$ cat config.mk
export PLATFORM = sky130hd
export DESIGN_NAME = tvc_smul
export DESIGN_NICKNAME = d
export VERILOG_FILES = /design/src/design/tvc_pkg.sv /design/src/design/tvc_smul.sv
export SDC_FILE = /design/constraint.sdc
export NUM_CORES = 1
export LEC_CHECK = 0
export ABC_AREA = 0
export BUFFER_PORTS_ARGS = -buffer_cell sky130_fd_sc_hd__buf_2
export CELL_PAD_IN_SITES_DETAIL_PLACEMENT = 0
export CELL_PAD_IN_SITES_GLOBAL_PLACEMENT = 1
export CORE_ASPECT_RATIO = 0.6
export CORE_MARGIN = 8
export CORE_UTILIZATION = 45
export CTS_BUF_LIST = sky130_fd_sc_hd__clkbuf_4
export CTS_CLUSTER_DIAMETER = 60
export DETAILED_ROUTE_END_ITERATION = 10
export PLACE_DENSITY_LB_ADDON = 0.1
export SYNTH_ARGS = -nofsm -noshare
export SYNTH_HDL_FRONTEND = slang
export SYNTH_SLANG_ARGS = --single-unit
$ cat constraint.sdc
create_clock -name clk_i -period 5.4 [get_ports clk_i]
set_clock_uncertainty 0.2 [all_clocks]
set_input_delay 0.81 -clock clk_i [delete_from_list [all_inputs] [get_ports clk_i]]
set_output_delay 0.81 -clock clk_i [all_outputs]
set_load 0.03 [all_outputs]
$ cat src/design/tvc_pkg.sv
// ----------------------------------------------------------------------------
// tvc_pkg
// Shared types, register codes, widths and the gain table of the two-voice chorus.
// ----------------------------------------------------------------------------
`default_nettype none

package tvc_pkg;

  localparam int SAMPLE_W = 24;
  localparam int ACC_W    = 42;
  localparam int MPL_W    = 16;
  localparam int LAG_W    = 12;
  localparam int NUM_REGS = 7;

  typedef enum logic [2:0] {
    REG_ENABLE   = 3'd0,
    REG_TIME     = 3'd1,
    REG_FEEDBACK = 3'd2,
    REG_RATE     = 3'd3,
    REG_DRY      = 3'd4,
    REG_WET      = 3'd5,
    REG_DEPTH    = 3'd6
  } reg_idx_e;

  typedef enum logic [4:0] {
    ST_CLEAR,
    ST_CALC_MUL,
    ST_CALC_SWING,
    ST_CALC_NUM,
    ST_CALC_DIV,
    ST_CALC_STEP,
    ST_IDLE,
    ST_TAP_POS,
    ST_TAP_RD0,
    ST_TAP_RD1,
    ST_TAP_DIF,
    ST_TAP_MUL,
    ST_TAP_END,
    ST_AVG,
    ST_FB_MUL,
    ST_STORE,
    ST_WET_MUL,
    ST_DRY_MUL,
    ST_OUT
  } state_e;

  typedef struct packed {
    logic start;
    logic load;
  } mul_cmd_t;

  // round(k * 0.05) in Q1.15
  localparam logic [15:0] GAIN_TAB [21] = '{
    16'd0,     16'd1638,  16'd3277,  16'd4915,  16'd6554,  16'd8192,  16'd9830,
    16'd11469, 16'd13107, 16'd14746, 16'd16384, 16'd18022, 16'd19661, 16'd21299,
    16'd22938, 16'd24576, 16'd26214, 16'd27853, 16'd29491, 16'd31130, 16'd32768
  };

  function automatic logic [15:0] gain_q15(logic [4:0] sel, logic [4:0] maxv);
    logic [4:0] k;
    k = (sel > maxv) ? maxv : sel;
    return GAIN_TAB[k];
  endfunction

  // sweep rate in tenths of a hertz
  function automatic logic [6:0] rate_tenths(logic [4:0] sel);
    logic [6:0] k;
    k = (sel > 5'd25) ? 7'd25 : {2'b00, sel};
    return (k < 7'd10) ? k + 7'd1 : k * 7'd5 - 7'd35;
  endfunction

endpackage

`default_nettype wire

$ cat src/design/tvc_smul.sv
// ----------------------------------------------------------------------------
// tvc_smul
// Bit-serial signed by unsigned multiply-accumulate, one multiplier bit a cycle.
// ----------------------------------------------------------------------------
`default_nettype none

module tvc_smul (
  input  wire logic                                clk_i,
  input  wire logic                                rst_ni,
  input  wire tvc_pkg::mul_cmd_t                   cmd_i,
  input  wire logic signed [tvc_pkg::ACC_W-1:0]    init_i,
  input  wire logic signed [tvc_pkg::ACC_W-1:0]    mcand_i,
  input  wire logic        [tvc_pkg::MPL_W-1:0]    mplier_i,
  output logic signed      [tvc_pkg::ACC_W-1:0]    acc_o,
  output logic                                     busy_o
);

  localparam int CntW = $clog2(tvc_pkg::MPL_W + 1);

  logic [CntW-1:0]                    cnt_q;
  logic signed [tvc_pkg::ACC_W-1:0]   acc_q, mc_q;
  logic [tvc_pkg::MPL_W-1:0]          mp_q;

  always_ff @(posedge clk_i or negedge rst_ni) begin
    if (!rst_ni) begin
      cnt_q <= '0;
    end else if (cmd_i.start) begin
      cnt_q <= CntW'(tvc_pkg::MPL_W);
    end else if (cnt_q != '0) begin
      cnt_q <= cnt_q - CntW'(1);
    end
  end

  always_ff @(posedge clk_i) begin
    if (cmd_i.start) begin
      if (cmd_i.load) begin
        acc_q <= init_i;
      end
      mc_q <= mcand_i;
      mp_q <= mplier_i;
    end else if (cnt_q != '0) begin
      if (mp_q[0]) begin
        acc_q <= acc_q + mc_q;
      end
      mc_q <= mc_q <<< 1;
      mp_q <= mp_q >> 1;
    end
  end

  assign acc_o  = acc_q;
  assign busy_o = (cnt_q != '0);

endmodule

`default_nettype wire

**Word-level counts from Yosys, hierarchy flattened**

Index checks and enable logic that the tools add are counted.

- Equal/unequal tests: 1
- Mux-type cells: 10
- Reductions and logical operators: 4
- $add $sub $neg: 2

Operators with widths:

| cell | number |
|---|---|
| $mux 42 | 6 |
| $add 42x42->42 | 1 |
| $mux 16 | 2 |
| $mux 5 | 2 |
| $reduce_bool 5->1 | 1 |
| $sub 5x1->5 const B | 1 |
| $reduce_bool 2->1 | 2 |
| $reduce_and 3->1 | 1 |
| $ne 2x2->1 const B | 1 |

- Bits in registers: 105
- Bits of input ports: 104
- Logic and storage cells: 21

**Logic depth before layout (Yosys ltp)**

- Depth in word-level cells: 4
- Gate-level depth with buffers: 10
- Depth with buffers taken out: 10

**Worst setup path before layout**

No wires, ideal clock.

- Kind: input-to-reg
- Start point: in cmd_i[1] (netlist bit)
- End point: reg acc_q (netlist bit acc_o[0]), enable pin
- Setup slack: 0.498 ns
- Library setup time: 0.500 ns
- Data arrival time: 4.203 ns
- Data required time: 4.700 ns
- Stages on the path: 3
- Cell sequence: clkbuf_1 > clkbuf_1 > o21ai_0

- Longest elaborated chain between the ends: 2

RTL lines:

| item | line | source |
|---|---|---|
| from (decl) | tvc_smul.sv:10 | `input wire tvc_pkg::mul_cmd_t cmd_i,` |
| $ne 2x2->1 (no line) or $reduce_bool 2->1 (tied branches) | n/a |  |
| $reduce_and 3->1 (no line) (*) | n/a |  |
| to (signal assigned) | tvc_smul.sv:37 | `acc_q <= init_i;` |
| to (signal assigned) | tvc_smul.sv:43 | `acc_q <= acc_q + mc_q;` |
| to (decl) | tvc_smul.sv:21 | `logic signed [tvc_pkg::ACC_W-1:0] acc_q, mc_q;` |

Every way passes the cells marked *; elsewhere a longest branch is shown, timed or not.
A chain may end at the register's enable or synchronous reset.

**Final worst setup path**

- Start point: reg cnt_q[0]
- End point: out busy_o

- Longest elaborated chain between the ends: 1

RTL lines:

| item | line | source |
|---|---|---|
| from (decl) | tvc_smul.sv:20 | `logic [CntW-1:0] cnt_q;` |
| from (signal assigned) | tvc_smul.sv:28 | `cnt_q <= CntW'(tvc_pkg::MPL_W);` |
| from (signal assigned) | tvc_smul.sv:30 | `cnt_q <= cnt_q - CntW'(1);` |
| $reduce_bool 5->1 | tvc_smul.sv:51 | `assign busy_o = (cnt_q != '0);` |
| to (decl) | tvc_smul.sv:15 | `output logic busy_o` |

No other way between the ends.

==> run summary <==
status -> finished clean
met3 WL -> 1450 um
Layout area overhead -> 15.0%
CP most frequent cell -> inv_1
Final Cell Area -> 7910 um^2
Synthesis Warnings -> 0
Die Area -> 19600 um^2
WP data required -> 4.39 ns
Post-Synthesis Cells -> 620
Netlist cell types -> 70
first-pass GRT wire length -> 28400 um
Tmin final -> 3.51 ns
IO Port Bufs -> 146
Slew HR -> 30.1%
Vias -> 5386
Post-Route WL -> 17900 um
cell family with most CP delay -> simple AND/OR/NAND/NOR gates
grt ovf -> 0
Fmax -> 0.285 GHz
mean post-synth cell area -> 11.1 um^2
cells along the critical path -> inv_1 > ha_1 > nor4b_1 > inv_1 > buf_2
Die W -> 176 um
HP Class -> reg -> reg
CP endpoint kind -> primary output
top layer in use -> met4
CTS tree -> yes
Initial Util -> 45.4%
hpwl dp -> 13900 um
crit-path max cell delay -> 0.84 ns
initial antenna violation count -> 0
Syn Nets -> 768
worst skew pair latency -> 0.48 ns
WHS -> 0.340 ns
Max rail drop VDD -> 0.192 mV
post-DR wirelength/cell -> 18.6 um
CTS buffer count -> 9
CP bufs+invs -> 3
Root Buffer -> clkbuf_4
Setup CP Type -> reg -> out
unrepaired setup endpoints after global routing -> false
crit path DAT -> 2.50 ns
hold path cells -> 2
std cell rows -> 35
Final period util -> 65.0%
setup TNS -> 0 ns
Power, Total -> 4.08 mW
Crit Path Max Fanout -> 5
CORE AREA -> 15200 um^2
Post-synth top flop -> edfxtp_1
Clock Sinks -> 105
cts repair resizes -> 0
vias per cell -> 5.58
clock transition at the registers of the reported paths -> 0.17 ns
ANT cells -> 0
Pins Over Slew Limit -> 0
cell area power density -> 516 nW/um^2
asr flop ratio synth -> 4.76%
# hold bufs at CTS -> 1
critical path depth -> 5
GRT Total Usage -> 18.0%
layout cell share with drive strength beyond 1 -> 33.5%
CP max-delay cell -> nor4b_1
post-detailed-route count of antenna-violating nets -> 0
sequential area share after synthesis -> 45.4%
final hold violations -> 0
pin count of the biggest net entering global routing -> 76
max-cap violation count -> 0
Synth Cell Area -> 6880 um^2
Remaining DRCs -> 0
H-tree Lvls -> 3
Max Buffers Root-to-Sink -> 2
met2 WL -> 6950 um
GPL Wtd Cong -> 0.799
Pre-Repair DR Iteration Count -> 5
Post-synth EDFFs -> 100
Leak -> 3.30 nW
Post-CTS Setup Repair Bufs -> 0
Post-Route M1 WL -> 9430 um
Final #Nets -> 905
CP startpoint kind -> register
Tightest Pin Transition -> 1.03 ns
drt initial violations -> 327
vias in the first global route -> 5300
setup violators final -> 0
Top Ports -> 147
FF-to-FF path depth -> 10
die height -> 112 um
Yosys reg bits -> 105
Area after DPL -> 7750 um^2
-- where the power goes --
part | internal [mW] | leakage, nW | switching, mW
Sequential | 1.20 | 1.09 | 0.143
Clock | 0.151 | 0.0847 | 0.299
Combinational | 0.883 | 2.13 | 1.40
Total | 2.24 | 3.30 | 1.84
-- area by class of cell --
class                   instances  area, um^2
fillers                      1411        7240
multi-input cells             470        3520
flip-flops and latches        105        3130
repair buffers                153         788
well taps                     203         254
clock inverters                 7        83.8
clock buffers                   9        67.6
inverters                      18        67.6
-- Yosys cell counts, types with 8 or more instances --
cell      instances  share of area, %
o21ai_0          50               3.6
edfxtp_1        100                44
mux2_2           61                10
clkbuf_1         14              0.76
nand2_1          61               3.3
a21oi_1          49               3.6
a21o_1           23               2.5
inv_1            17              0.93
ha_1             43               7.8
nor2_1           34               1.9
xor2_1           16               2.0
nand4_1          11               1.0
buf_6             9               1.5
xnor2_1          18               2.3
o21bai_1          8              0.87
-- path summary, 6_finish.rpt --
check,start,to,slack (ns)
max reg2reg,mc_q[0],acc_o[40],1.94
min,cnt_q[4],cnt_q[4],0.34
min in group asynchronous,rst_ni,cnt_q[3],0.45
max in group asynchronous,rst_ni,cnt_q[4],4.43
min reg2reg,cnt_q[4],cnt_q[4],0.34
max,cnt_q[0],busy_o,1.89
-- layer usage --
layer	vias up	global-route usage [%]
met5	-	0
met4	0	3.15
met3	9	5.37
met2	188	24.0
met1	2563	27.7
li1	2626	-
-- flip-flops by register name, indices dropped and copies added, names as in the netlist --
| name | flops |
|---|---|
| mp_q | 16 |
| mc_q | 42 |
| cnt_q | 5 |
| acc_o | 42 |
-- metrics by stage --
| stage | cells | setup slack (ns) | utilization (%) |
|---|---|---|---|
| finish | 965 | 1.89 | 52.2 |
| global route | 965 | 1.66 | 52.2 |
| CTS | 965 | 1.88 | 52.2 |
| floorplan | 620 | 0.498 | - |
| detailed placement | 948 | 2.01 | 51.2 |
| global placement | 948 | 2.09 | 51.2 |
-- placed cells by master, fill, tap and decap left out, types with 5 or more instances in the layout --
master / n
xnor2_1: 18
ha_1: 43
edfxtp_1: 100
nor2_1: 34
o21bai_1: 8
xor2_1: 16
o21ai_0: 49
buf_4: 7
nand2_1: 60
nand4_1: 11
o2111a_1: 5
clkbuf_4: 9
buf_2: 145
nand3_1: 6
a21o_1: 23
a21oi_1: 49
dfrtp_1: 5
inv_1: 17
mux2_2: 61
-- tightest hold or removal path: stages, from the launching register on --
cell and delay (ns):
dfrtp_1 0.40, a21oi_1 0.07, nand2_1 0.06
-- logic make-up (layout without fill, tap and decap cells) --
logic type               count (synthesis)  count (layout)  share of synthesized area (%)
AO/OA/AOI/OAI                          193             193                           19.4
XOR/XNOR                                34              34                           4.33
adder cells (fa/ha/maj)                 44              44                           8.11
buffers and inverters                   45             187                           3.56
flip-flops                             105             105                           45.4
multiplexers                            61              61                           9.98
AND/OR/NAND/NOR                        138             138                           9.18
(Power assumes the default switching activity.)
